File: src/rtl/fms_pkg.sv
// Shared types and constants of the frame RMS cosine matcher.
`default_nettype none
package fms_pkg;

  localparam int DEF_FRAME_COUNT  = 50;
  localparam int DEF_FRAME_LENGTH = 320;
  localparam int QUEUE_DEPTH      = 4;

  localparam int SUM_MAX_W  = 43;
  localparam int FILL_MAX_W = 13;
  localparam int IDX_MAX_W  = 9;
  localparam int RMS_W      = 24;
  localparam int ROOT_IN_W  = 64;
  localparam int ROOT_OUT_W = 32;
  localparam int ROOT_STEPS = 32;
  localparam int SIM_W      = 16;

  localparam logic [15:0] THRESH_RESET = 16'd22938;
  localparam logic [15:0] SIM_ONE      = 16'h8000;

  localparam logic [1:0] KIND_ENROLL = 2'd0;
  localparam logic [1:0] KIND_VERIFY = 2'd1;
  localparam logic [1:0] KIND_DELETE = 2'd2;

  localparam logic [1:0] STATUS_ENROLLED = 2'd0;
  localparam logic [1:0] STATUS_MATCH    = 2'd1;
  localparam logic [1:0] STATUS_MISMATCH = 2'd2;
  localparam logic [1:0] STATUS_NO_REF   = 2'd3;

  localparam logic MODE_ENROLL = 1'b0;

  typedef struct packed {
    logic                  del;
    logic                  frame;
    logic                  fin;
    logic                  mode;
    logic [SUM_MAX_W-1:0]  sum;
    logic [FILL_MAX_W-1:0] fill;
    logic [IDX_MAX_W-1:0]  idx;
  } cmd_t;

  typedef enum logic [3:0] {
    BS_IDLE,
    BS_DIV,
    BS_RMS_ROOT,
    BS_FRAME,
    BS_END,
    BS_NORM_ROOT,
    BS_LIVE_ROOT,
    BS_MUL,
    BS_SAT,
    BS_COS,
    BS_EMIT
  } back_state_t;

endpackage
`default_nettype wire

File: src/rtl/fms_queue.sv
// Short command queue between front and back.
`default_nettype none
module fms_queue #(
  parameter int DEPTH = fms_pkg::QUEUE_DEPTH
) (
  input  wire logic          clk,
  input  wire logic          rst,
  input  wire logic          push,
  input  wire fms_pkg::cmd_t push_data,
  output logic               full,
  input  wire logic          pop,
  output fms_pkg::cmd_t      pop_data,
  output logic               empty
);
  import fms_pkg::*;

  localparam int PTR_W = (DEPTH > 1) ? $clog2(DEPTH) : 1;
  localparam int CNT_W = $clog2(DEPTH + 1);

  cmd_t             slots [DEPTH];
  logic [PTR_W-1:0] wptr, rptr;
  logic [CNT_W-1:0] count;

  always_comb begin
    full     = count == CNT_W'(DEPTH);
    empty    = count == '0;
    pop_data = slots[rptr];
  end

  always_ff @(posedge clk) begin
    if (push && !full) begin
      slots[wptr] <= push_data;
    end
  end

  always_ff @(posedge clk) begin
    if (rst) begin
      wptr  <= '0;
      rptr  <= '0;
      count <= '0;
    end else begin
      if (push && !full) begin
        wptr <= (wptr == PTR_W'(DEPTH - 1)) ? '0 : wptr + 1'b1;
      end
      if (pop && !empty) begin
        rptr <= (rptr == PTR_W'(DEPTH - 1)) ? '0 : rptr + 1'b1;
      end
      count <= count + CNT_W'(push && !full) - CNT_W'(pop && !empty);
    end
  end

endmodule
`default_nettype wire

File: config.mk
export PLATFORM = sky130hd
export DESIGN_NAME = fms_queue
export DESIGN_NICKNAME = d
export VERILOG_FILES = /design/src/rtl/fms_pkg.sv /design/src/rtl/fms_queue.sv
export SDC_FILE = /design/constraint.sdc
export NUM_CORES = 1
export LEC_CHECK = 0
export BUFFER_PORTS_ARGS = -buffer_cell sky130_fd_sc_hd__buf_2
export CORE_UTILIZATION = 57
export CTS_CLUSTER_DIAMETER = 120
export DETAILED_ROUTE_END_ITERATION = 16
export PLACE_DENSITY = 0.79
export RECOVER_POWER = 100
export SYNTH_ARGS = -nofsm -noshare
export SYNTH_HDL_FRONTEND = slang
export SYNTH_SLANG_ARGS = --single-unit
export TNS_END_PERCENT = 20
File: constraint.sdc
create_clock -name clk -period 3.03 [get_ports clk]
set_input_delay 0.1515 -clock clk [delete_from_list [all_inputs] [get_ports clk]]
set_output_delay 0.1515 -clock clk [all_outputs]
set_load 0.005 [all_outputs]
After elaboration in Yosys (flattened, before gate mapping)
Memory sizes are Yosys's and may differ from the RTL's. A register that Yosys moved wholly into a read port is not among the register bits.
Cells that the tools add are included.
{"block": "word_totals", "out_inout_bits": 71, "input_bits": 73, "n_memories": 1, "mem_bits_rw": 276, "regBits": 7, "wordCells": 22}
{"block": "op_classes", "addsub": 4, "eq_ne": 3, "n_reduce_logical": 5, "muxes": 6}
{"memory": "slots", "words": 4, "word_bits": 69, "rd": 1, "rd_ports_with_merged_regs": 1, "wr": 1, "line": "fms_queue.sv:20", "source": "cmd_t slots [DEPTH];"}
{"cell": "$mux W2", "n": 4}
{"cell": "$add A2 B1 Y2 const B", "n": 2}
{"cell": "$eq A2 B2 Y1 const B", "n": 2}
{"cell": "$add A3 B1 Y3", "n": 1}
{"cell": "$eq A3 B3 Y1 const B", "n": 1}
{"cell": "$logic_not A3 Y1", "n": 1}
{"cell": "$sub A3 B1 Y3", "n": 1}
{"cell": "$logic_and A1 B1 Y1", "n": 2}
{"cell": "$logic_not A1 Y1", "n": 2}
{"cell": "$mux W1", "n": 2}

Longest topological paths before layout
{"block": "depth", "word_depth": 5, "depth_mapped": 10, "ltp_nobuf": 9}

Worst setup path after synthesis
OpenSTA, ideal clock, no wires.
{"block": "synth_timing", "path_type": "flip-flop to flip-flop", "startpoint": "register count[2]", "endpoint": "register count[1]", "arrival_time_ns": 1.981, "required_time_ns": 2.916, "path_stages_with_launch": 10, "synth_period_minus_slack_ns": 2.094, "path_buffers": 1, "setup_ns": 0.114, "path_slack_ns": 0.936, "path_cell_list": "dfxtp_1 > or3b_1 > buf_6 > and2_4 > inv_1 > ha_1 > inv_1 > ha_1 > fa_1 > nor2b_1"}
{"block": "synth_via", "elab_chain_cells": 5, "word_cells_on_any_way": 8, "classes_between": "add/sub: 2; eq/ne: 1; reduce/logical: 5"}
{"element": "start: declaration", "line": "fms_queue.sv:22", "source": "logic [CNT_W-1:0] count;"}
{"element": "start signal: assignment", "line": "fms_queue.sv:48", "source": "count <= count + CNT_W'(push && !full) - CNT_W'(pop && !empty);"}
{"element": "$eq A3 B3 Y1", "line": "fms_queue.sv:25", "source": "full = count == CNT_W'(DEPTH);"}
{"element": "$logic_not A1 Y1", "line": "fms_queue.sv:48"}
{"element": "$logic_and A1 B1 Y1", "line": "fms_queue.sv:48"}
{"element": "$add A3 B1 Y3", "line": "fms_queue.sv:48"}
{"element": "$sub A3 B1 Y3 *", "line": "fms_queue.sv:48"}
Every way passes the cells marked *; elsewhere a longest branch is shown, timed or not.
A chain may end at the register's enable or synchronous reset.

==> run metrics <==
sequential power share 0.495; Synth top area share 0.7949; R2R cell count 3; Final setup violation count 0; drt drc 0; setup repair after global routing missed its margin no; fraction of layout cells with a size suffix above 1 0.2232; final RePlAce weighted congestion around 0.75; root buf cell clkbuf_16; vias after detailed routing 5032; worst min-delay path category primary input to register; Logic pwr share 0.171; IO buf count between 100 and 150; Max FO, Critical Path 44; clk slew on worst S/H paths 0.06 ns; Post-CTS Setup Bufs 0; pwr dens 779.4 nW/um^2; Vert. Die Dim 137.2 um; Final HPWL DP roughly 11000 um; top post-synthesis cells by area edfxtp_1 (79%), mux4_2 (15%), dfxtp_1 (1.7%); Crit. End Element primary output; Max VDD drop 0.5790 mV; P_sw 2.399 mW; Worst-Margin Slew 1.257 ns; Worst Path Arrival 2.48 ns; Compound-Gate Fraction of Synth Area 0.003600; post-synthesis mux area share 0.1500; Filler cells 1122; Worst R2R Start count[1]$_SDFF_PP0_; Slew Limit Fails 0; grt total ovfl 0; vias in the first global route 5444; status complete, no violations; antenna-violating nets left 0; most common cell after layout, fill and taps aside edfxtp_1; worst hold path cell count 4; Yosys cell types 24; post-synthesis simple-gate area fraction 0.009360; Critical Path RT 2.88 ns; CTS Buffer Depth 3; largest net degree at the start of global routing 45; Final Cycle Share 0.8670; post-synth top area cell edfxtp_1; xor/xnor share of the synthesized area 0.001680; # IOs 144; Final Hold Vio Count 0; Synth Warn # 0; reg2reg end slots[3][0]$_DFFE_PP_; Worst slew margin 0.1623; area grow syn2layout 23.74%; CP Class register to primary output; post-synthesis cell area 10430 sq um; clk_skew 0.01983 ns; Pre-antenna DRT Iters 4; leakage 4.163 nW; DRT iter0 DRCs 334; startpoint type of the worst setup path register; global-route wire length before repair 28970 um; CTS tree yes; Switching Fraction 0.2385; setup TNS 0 ns; clock sink count around 290; cts bufs inserted 28; initial antenna violation count 1; Clk Latency, worst-skew pair around 0.53 ns; wirelength, routed 19160 um; FF/Latch Area about 8500 sq um; final net count 732; hold bufs inserted after CTS 72; worst reg2reg setup slack 0.42 ns; Clk pwr share 0.334; Mean Syn Cell Area roughly 25 sq um; most frequent cells in the layout edfxtp_1 (276), clkbuf_1 (127), dlygate4sd3_1 (72); largest family of logic cells by synthesized area multiplexers; # resized after CTS 0; Rows just under 50; Highest Clock Rate 380.7 MHz; Synth Net Count a little under 500; Seq cells post-synth 285; Routed wire per std cell 21.25 um; total chip power 10.06 mW; die area 18840 sq um; Core Area 17960 sq um; Max H-tree Level 1; multi-input logic area about 1800 sq um; max-cap viol count 0; Vias/cell 5.579; min-delay src pop; Post-Synth Adder-Cell Area 0.01032; register area share after synthesis 0.8122; Int Pwr ~7.7 mW; GR Util All Layers 0.2102; Die Wd 137.2 um; Gate Count Post-Synth 411; Final Critical Period 2.627 ns; initial core utilization 0.5804
[how the worst max path moves through the flow]
stage                                    from                endpoint  slack [ns]
after global routing      count[1]$_SDFF_PP0_  slots[3][47]$_DFFE_PP_        0.24
after CTS                            register            pop_data[42]        0.48
after floorplan           count[2]$_SDFF_PP0_     count[1]$_SDFF_PP0_        0.94
after detailed placement  count[2]$_SDFF_PP0_     count[1]$_SDFF_PP0_        0.78
after global placement    count[2]$_SDFF_PP0_     count[1]$_SDFF_PP0_        0.84
final                                register            pop_data[42]        0.40
[kinds of logic (layout without fill, tap and decap cells)]
| kind of cell | count (synthesis) | in the layout |
|---|---|---|
| other cells | 0 | 1 |
| mux | 70 | 70 |
| compound gates | 5 | 5 |
| flops | 285 | 285 |
| buf+inv | 25 | 286 |
| xor+xnor | 2 | 2 |
| fa+ha+maj | 8 | 8 |
| simple gates | 16 | 16 |
[critical path, stage by stage, from the launching register on]
cell and delay [ns]:
dfxtp_2 1.17, buf_12 0.29, mux4_2 0.34, clkbuf_1 0.15
[Yosys cell counts, drive strengths merged]
master and count:
or3 1, nand2 1, fa 1, nand3 2, nor2 2, nor2b 2
xnor2 2, mux4 69, o31ai 2, a21o 1, and3 4, inv 8
mux2i 1, nor3 2, buf 12, dfxtp 9, or3b 1, a21oi 2
and2 1, clkbuf 5, edfxtp 276, ha 7
[power groups by stage]
stage                     Clock, mW  Sequential, mW  Combinational [mW]
after floorplan                   0            4.92                1.15
after global placement            0            5.02                1.72
after detailed placement          0            5.06                1.75
after CTS                      3.40            4.98                1.85
after global routing           3.57            5.02                1.89
final                          3.36            4.98                1.72
[state kept, by name, summed over array words and instances, names as in the netlist, named ones only]
signal,flops
slots,276
count,3
rptr,2
wptr,2
[layer usage]
metal / global-route usage / vias to the layer above / wire length (um) / share of wire
li1: - / 2236 / - / -
met1: 0.2684 / 2615 / 7685 / 0.40
met2: 0.3698 / 159 / 10110 / 0.53
met3: 0.04525 / 22 / 1132 / 0.059
met4: 0.05006 / 0 / 237 / 0.012
met5: 0 / - / 0 / 0
[stage by stage]
| stage | util | setup WS [ns] | hold WS, ns | cells | area (sq um) |
|---|---|---|---|---|---|
| detailed placement | 0.6395 | 0.7776 | 0.3690 | 778 | 11490 |
| global route | 0.7182 | 0.2429 | 0.1204 | 902 | 12900 |
| finish | 0.7182 | 0.4031 | 0.08079 | 902 | 12900 |
| floorplan | - | 0.9355 | 0.2206 | 411 | 10430 |
| global placement | 0.6395 | 0.8443 | 0.3607 | 778 | 11490 |
| CTS | 0.7297 | 0.4804 | 0.06533 | 901 | 13110 |
[final cells by class]
| class | count | share of cell area |
|---|---|---|
| repair buffers | 227 | 0.1067 |
| clock buffers | 36 | 0.05829 |
| inverters | 8 | 0.002328 |
| clock inverters | 15 | 0.01144 |
| multi-input cells | 101 | 0.1421 |
| flip-flops and latches | 285 | 0.6568 |
| diodes | 1 | 0.0001940 |
| well taps | 229 | 0.02221 |
No activity file was read; power rests on OpenSTA's default activity.
