## src/rtl/fms_pkg.sv

```systemverilog
// Shared types and constants of the frame RMS cosine matcher.
`default_nettype none
package fms_pkg;

  localparam int DEF_FRAME_COUNT  = 50;
  localparam int DEF_FRAME_LENGTH = 320;
  localparam int QUEUE_DEPTH      = 4;

  localparam int SUM_MAX_W  = 43;
  localparam int FILL_MAX_W = 13;
  localparam int IDX_MAX_W  = 9;
  localparam int RMS_W      = 24;
  localparam int ROOT_IN_W  = 64;
  localparam int ROOT_OUT_W = 32;
  localparam int ROOT_STEPS = 32;
  localparam int SIM_W      = 16;

  localparam logic [15:0] THRESH_RESET = 16'd22938;
  localparam logic [15:0] SIM_ONE      = 16'h8000;

  localparam logic [1:0] KIND_ENROLL = 2'd0;
  localparam logic [1:0] KIND_VERIFY = 2'd1;
  localparam logic [1:0] KIND_DELETE = 2'd2;

  localparam logic [1:0] STATUS_ENROLLED = 2'd0;
  localparam logic [1:0] STATUS_MATCH    = 2'd1;
  localparam logic [1:0] STATUS_MISMATCH = 2'd2;
  localparam logic [1:0] STATUS_NO_REF   = 2'd3;

  localparam logic MODE_ENROLL = 1'b0;

  typedef struct packed {
    logic                  del;
    logic                  frame;
    logic                  fin;
    logic                  mode;
    logic [SUM_MAX_W-1:0]  sum;
    logic [FILL_MAX_W-1:0] fill;
    logic [IDX_MAX_W-1:0]  idx;
  } cmd_t;

  typedef enum logic [3:0] {
    BS_IDLE,
    BS_DIV,
    BS_RMS_ROOT,
    BS_FRAME,
    BS_END,
    BS_NORM_ROOT,
    BS_LIVE_ROOT,
    BS_MUL,
    BS_SAT,
    BS_COS,
    BS_EMIT
  } back_state_t;

endpackage
`default_nettype wire

```

## src/rtl/fms_front.sv

```systemverilog
// Front end: takes sample words, sums squares per frame, issues frame, end and delete commands.
`default_nettype none
module fms_front #(
  parameter int FRAME_COUNT  = fms_pkg::DEF_FRAME_COUNT,
  parameter int FRAME_LENGTH = fms_pkg::DEF_FRAME_LENGTH
) (
  input  wire logic         clk,
  input  wire logic         rst,
  input  wire logic         in_valid,
  output logic              in_stall,
  input  wire logic [1:0]   kind,
  input  wire logic [15:0]  sample,
  input  wire logic         last,
  input  wire logic         q_full,
  output logic              push,
  output fms_pkg::cmd_t     push_data
);
  import fms_pkg::*;

  localparam int FILL_W = $clog2(FRAME_LENGTH + 1);
  localparam int SQ_W   = 30 + FILL_W;
  localparam int CNT_W  = $clog2(FRAME_COUNT + 1);

  logic              in_rec;
  logic              mode;
  logic [SQ_W-1:0]   sum;
  logic [FILL_W-1:0] fill;
  logic [CNT_W-1:0]  idx;

  logic              is_smp, accept, take, frame_done, mode_cur;
  logic [SQ_W-1:0]   sum_cur, sum_new;
  logic [FILL_W-1:0] fill_cur, fill_new;
  logic [CNT_W-1:0]  idx_cur;
  logic [31:0]       sq;

  always_comb begin
    is_smp   = (kind == KIND_ENROLL) || (kind == KIND_VERIFY);
    accept   = in_valid && !q_full;
    mode_cur = in_rec ? mode : kind[0];
    sum_cur  = in_rec ? sum : '0;
    fill_cur = in_rec ? fill : '0;
    idx_cur  = in_rec ? idx : '0;
    take     = idx_cur < CNT_W'(FRAME_COUNT);
    sq       = 32'($signed(sample) * $signed(sample));
    sum_new  = take ? sum_cur + SQ_W'(sq[30:0]) : sum_cur;
    fill_new = take ? fill_cur + 1'b1 : fill_cur;
    frame_done = take && ((fill_new == FILL_W'(FRAME_LENGTH)) || last);
    push = accept && ((kind == KIND_DELETE) || (is_smp && (frame_done || last)));
    push_data.del   = (kind == KIND_DELETE);
    push_data.frame = frame_done;
    push_data.fin   = last;
    push_data.mode  = mode_cur;
    push_data.sum   = SUM_MAX_W'(sum_new);
    push_data.fill  = FILL_MAX_W'(fill_new);
    push_data.idx   = IDX_MAX_W'(idx_cur);
    in_stall = q_full;
  end

  always_ff @(posedge clk) begin
    if (rst) begin
      in_rec <= 1'b0;
      mode   <= MODE_ENROLL;
      sum    <= '0;
      fill   <= '0;
      idx    <= '0;
    end else if (accept && is_smp) begin
      if (last) begin
        in_rec <= 1'b0;
        mode   <= MODE_ENROLL;
        sum    <= '0;
        fill   <= '0;
        idx    <= '0;
      end else begin
        in_rec <= 1'b1;
        mode   <= mode_cur;
        if (frame_done) begin
          sum  <= '0;
          fill <= '0;
          idx  <= idx_cur + 1'b1;
        end else begin
          sum  <= sum_new;
          fill <= fill_new;
          idx  <= idx_cur;
        end
      end
    end
  end

endmodule
`default_nettype wire

```

## config.mk

```make
export PLATFORM = sky130hd
export DESIGN_NAME = fms_front
export DESIGN_NICKNAME = d
export VERILOG_FILES = /design/src/rtl/fms_pkg.sv /design/src/rtl/fms_front.sv
export SDC_FILE = /design/constraint.sdc
export NUM_CORES = 1
export LEC_CHECK = 0
export ABC_CLOCK_PERIOD_IN_PS = 20300
export BUFFER_PORTS_ARGS = -buffer_cell sky130_fd_sc_hd__buf_2
export CELL_PAD_IN_SITES_DETAIL_PLACEMENT = 1
export CELL_PAD_IN_SITES_GLOBAL_PLACEMENT = 1
export CORE_UTILIZATION = 30
export DETAILED_ROUTE_END_ITERATION = 12
export PLACE_DENSITY = 0.55
export SETUP_SLACK_MARGIN = 0.5
export SYNTH_ARGS = -nofsm -noshare
export SYNTH_HDL_FRONTEND = slang
export SYNTH_SLANG_ARGS = --single-unit
```

## constraint.sdc

```tcl
create_clock -name clk -period 20.3 [get_ports clk]
set_input_delay 0 -clock clk [delete_from_list [all_inputs] [get_ports clk]]
set_output_delay 0 -clock clk [all_outputs]
set_load 0.05 [all_outputs]
```

-- Word level (Yosys, flattened, before mapping)
Index checks and enable logic that the tools add are counted.
- multiplexer cells: 14
- order comparisons: 1
- multiply operators: 1
- equality and inequality tests: 3
- add/subtract/negate cells: 3
- reduce and logical (&&, ||, !) cells: 11
- operators with widths (kind ; count):
    two-way mux 39 bit ; 4
    adder 39 x 31 -> 39 bit ; 1
    two-way mux 9 bit ; 4
    multiplier 16 x 16 -> 31 bit ; 1
    two-way mux 6 bit ; 3
    adder 9 x 1 -> 9 bit, second input constant ; 1
    == test 9 bit, second input constant ; 1
    adder 6 x 1 -> 6 bit, second input constant ; 1
    less-than comparator 6 bit, second input constant ; 1
    logical AND 1 bit ; 5
    logical OR 1 bit ; 4
    two-way mux 1 bit ; 3
    == test 2 x 1 -> 1 bit, second input constant ; 1
    == test 2 bit, second input constant ; 1
    logical NOT 2 bit ; 1
    logical NOT 1 bit ; 1
- register bits after elaboration: 56
- output and inout port bits: 71
- input port bits: 23

-- Longest topological paths before layout
- word-level depth: 10
- gate-level depth with buffers: 36
- gate-level depth less buffers: 34

-- Worst setup path after synthesis
OpenSTA, ideal clock, no wires.
- path type: input to output
- from: in sample[1]
- to: out push_data[52] (netlist bit)
- required time: 20.300 ns
- cell stages on the path: 33
- arrival: 8.217 ns
- slack: 12.083 ns
- path buffers: 3
- cell sequence: clkbuf_1 clkbuf_1 nand2_1 fa_1 fa_1 fa_1 inv_1 fa_1 fa_1 inv_1 fa_1 inv_1 ha_1 a21oi_1 and3_1 o211ai_1 a31oi_1 o21ai_0 a2111oi_0 o21bai_1 a21oi_1 o21bai_1 xor2_1 ha_1 clkbuf_1 a21o_1 a21o_1 a21oi_1 nor2_1 a221oi_2 nand2b_1 xnor2_1 o21ai_0
- RTL lines (element ; RTL line ; RTL):
    start, declared ; fms_front.sv:12 ; input wire logic [15:0] sample,
    end, declared ; fms_front.sv:16 ; output fms_pkg::cmd_t push_data

==> run_results.csv <==
group,metric,value,unit
sta,setup_viol_count_final,0,
sta,finalHoldViolCount,0,
sta,fin_tns_setup,0,ps
sta,fin_skew,14.0,ps
clock_network,ctsHoldBuffers,0,
setup_path,worst-setup-path-type,"primary input to primary output",
synth,yosysTopAreaCell,"fa_1",
synth,synth_most_common_cell,"inv_1",
setup_path,critPathMaxStageDelay,610,ps
synth,synth_area_leaders,"fa_1 33%, ha_1 11%, inv_1 9.5%",
global_routing,use_met1,23.0,%
synth,synthTopCellsByCount,"347 x inv_1, 227 x fa_1, 133 x nand2_1",
setup_path,end_kind,"primary output",
clock_network,cts_setup_buffers,0,
hold_path,whs_path_depth,3,
synth,avgSynthCellArea,8.42,sq um
setup_path,crit_slowest_cell,"fa_1",
outcome,status,"completed",
synth,netlist.area_leader.share,33.2,%
sta,period_needed,8870,ps
hold_path,min_path_type,"primary input to register",
clock_network,cts_sinks,56,
clock_network,clk_root_buffer_cell,"clkbuf_16",
die,row_count,77,
die,die_y,216,um
global_routing,use_met2,31.6,%
setup_path,start_kind,"primary input",
setup_path,path_buf_inv,8,
sta,max_freq,113,MHz
setup_path,reg2reg_depth,13,
sta,tightestPinTransition,873,ps
global_routing,grt_pass1_vias,12000,
sta,period_share,43.7,%
hold_path,hp-start,"last",
cells_and_area,n_antenna_cell,0,
setup_path,path_max_fanout,13,
cells_and_area,area_growth,7.82,%
synth,synth_warnings,0,
clock_network,cts_tree,"done",
global_routing,grt.total_usage,17.3,%
route,drtIter0Drc,345,
cells_and_area,fillCellCount,5286,
sta,slew_viol_final,0,
die,die_area,46500,sq um
global_routing,grt_busiest_layer,"met2",
clock_network,htree_levels,2,
setup_path,worstPathRequired,20300,ps
die,die_x,216,um
global_routing,overflow,0,
die,start_util,30.7,%
route,drc,0,
setup_path,r2r_slack,16020,ps
synth,ys_seq_area_share,8.18,%
synth,ys_seq_elements,56,
route,wl_per_cell,16.9,um
synth,synthFlopType,"dfxtp_1",
placed_design,gp_congestion,0.782,
synth,async_reset_ff_share,0,%
global_routing,grt_first_pass_wirelength,64.8,mm
cells_and_area,drive_above_1_share,8.13,%
synth,synth_cells,1626,
clock_network,path_clk_slew,80,ps
setup_path,crit_arrival,8870,ps
route,vias,10700,
synth,synth_cell_types,75,
die,pin_count,94,
synth,synth_area,13700,sq um
route,ant_nets,0,
placed_design,place_hpwl,32.2,mm
placed_design,port_buffers,82,
die,core,44600,sq um
global_routing,grt_antenna_before_repair,0,
synth,synth-edff-count,0,
clock_network,clk-insertion-delay-late,300,ps
cells_and_area,layout.nets,2031,
setup_path,crit_family,"adder cells",
clock_network,cts_buffer_depth,2,
setup_path,r2r_start,"in_rec",
route,firstDrtPassIters,4,
route,routed_wl,38.1,mm
setup_path,r2r_end,"sum[22]",
hold_path,min_to,"mode",
route,via_per_inst,4.77,
clock_network,cts_resized,0,
job,maxCapViolCount,0,
global_routing,grtUsageMet3,0.846,%
clock_network,cts_buffers,5,
sta,relSlewSlack,41.8,%
sta,rsz0062_at_grt,"false",
global_routing,grt_max_degree,39,
==> flip-flops by register name (all words and copies together) (netlist names) <==
register,cells
sum,39
fill,9
idx,6
in_rec,1
mode,1
==> layer usage <==
metal  vias to the layer above  routed length [um]
met5                         -                   0
met4                         0                 324
met3                        17                 492
met2                        80               19600
met1                      5452               17800
li1                       5186                   -
==> worst max path at each step <==
stage              start       endpoint  slack [ps]  cells after the start
4_1_cts        sample[7]  push_data[58]       11320                     33
6_report       sample[7]  push_data[58]       11430                     33
5_1_grt        sample[7]  push_data[58]       10740                     33
2_1_floorplan  sample[1]  push_data[52]       12080                     33
3_3_place_gp   sample[7]  push_data[58]       11390                     33
3_5_place_dp   sample[7]  push_data[58]       11340                     33
==> worst min-delay path, cell delays in order <==
cell       delay, ps
buf_2            170
a2bb2oi_1        160
nor2_1            70
==> cell usage in the layout (no fill, tap or decap), drive strengths merged, types with 56 or more instances in the layout <==
cell     n
inv    347
fa     227
nand2  135
ha     122
nor2   109
buf     86
and2    76
a21oi   73
xnor2   57
dfxtp   56
==> through the flow <==
stage	area (sq um)	hold slack (ps)	std cells	utilization, %	worst slack, ps
after global placement	14600	297	2244	32.7	11390
final	14800	141	2252	33.1	11430
after detailed placement	14600	300	2244	32.7	11340
after floorplan	13700	167	1636	-	12080
after global routing	14800	191	2252	33.1	10740
after CTS	14800	142	2252	33.1	11320
==> cells by family after synthesis <==
| group | synth area share [%] |
|---|---|
| xor gates and xnor gates | 5.56 |
| and+or+nand+nor | 15.2 |
| AOI/OAI and AO/OA | 13.7 |
| muxes | 1.03 |
| adders and majority gates | 44.3 |
| buffers and inverters | 12.0 |
| other | 0.0274 |
| DFF | 8.18 |
==> cell type report <==
cell class	count	area, sq um	share of cell area (%)
repair buffers	86	440	2.98
clock inverters	3	47.5	0.322
flip-flops and latches	56	1120	7.60
inverters	349	1310	8.87
well taps	592	741	5.02
multi-input cells	1161	11000	74.4
clock buffers	5	125	0.847
Power is not shown: default switching activity piles up to over one toggle a cycle in this logic, so the estimate is an artifact.
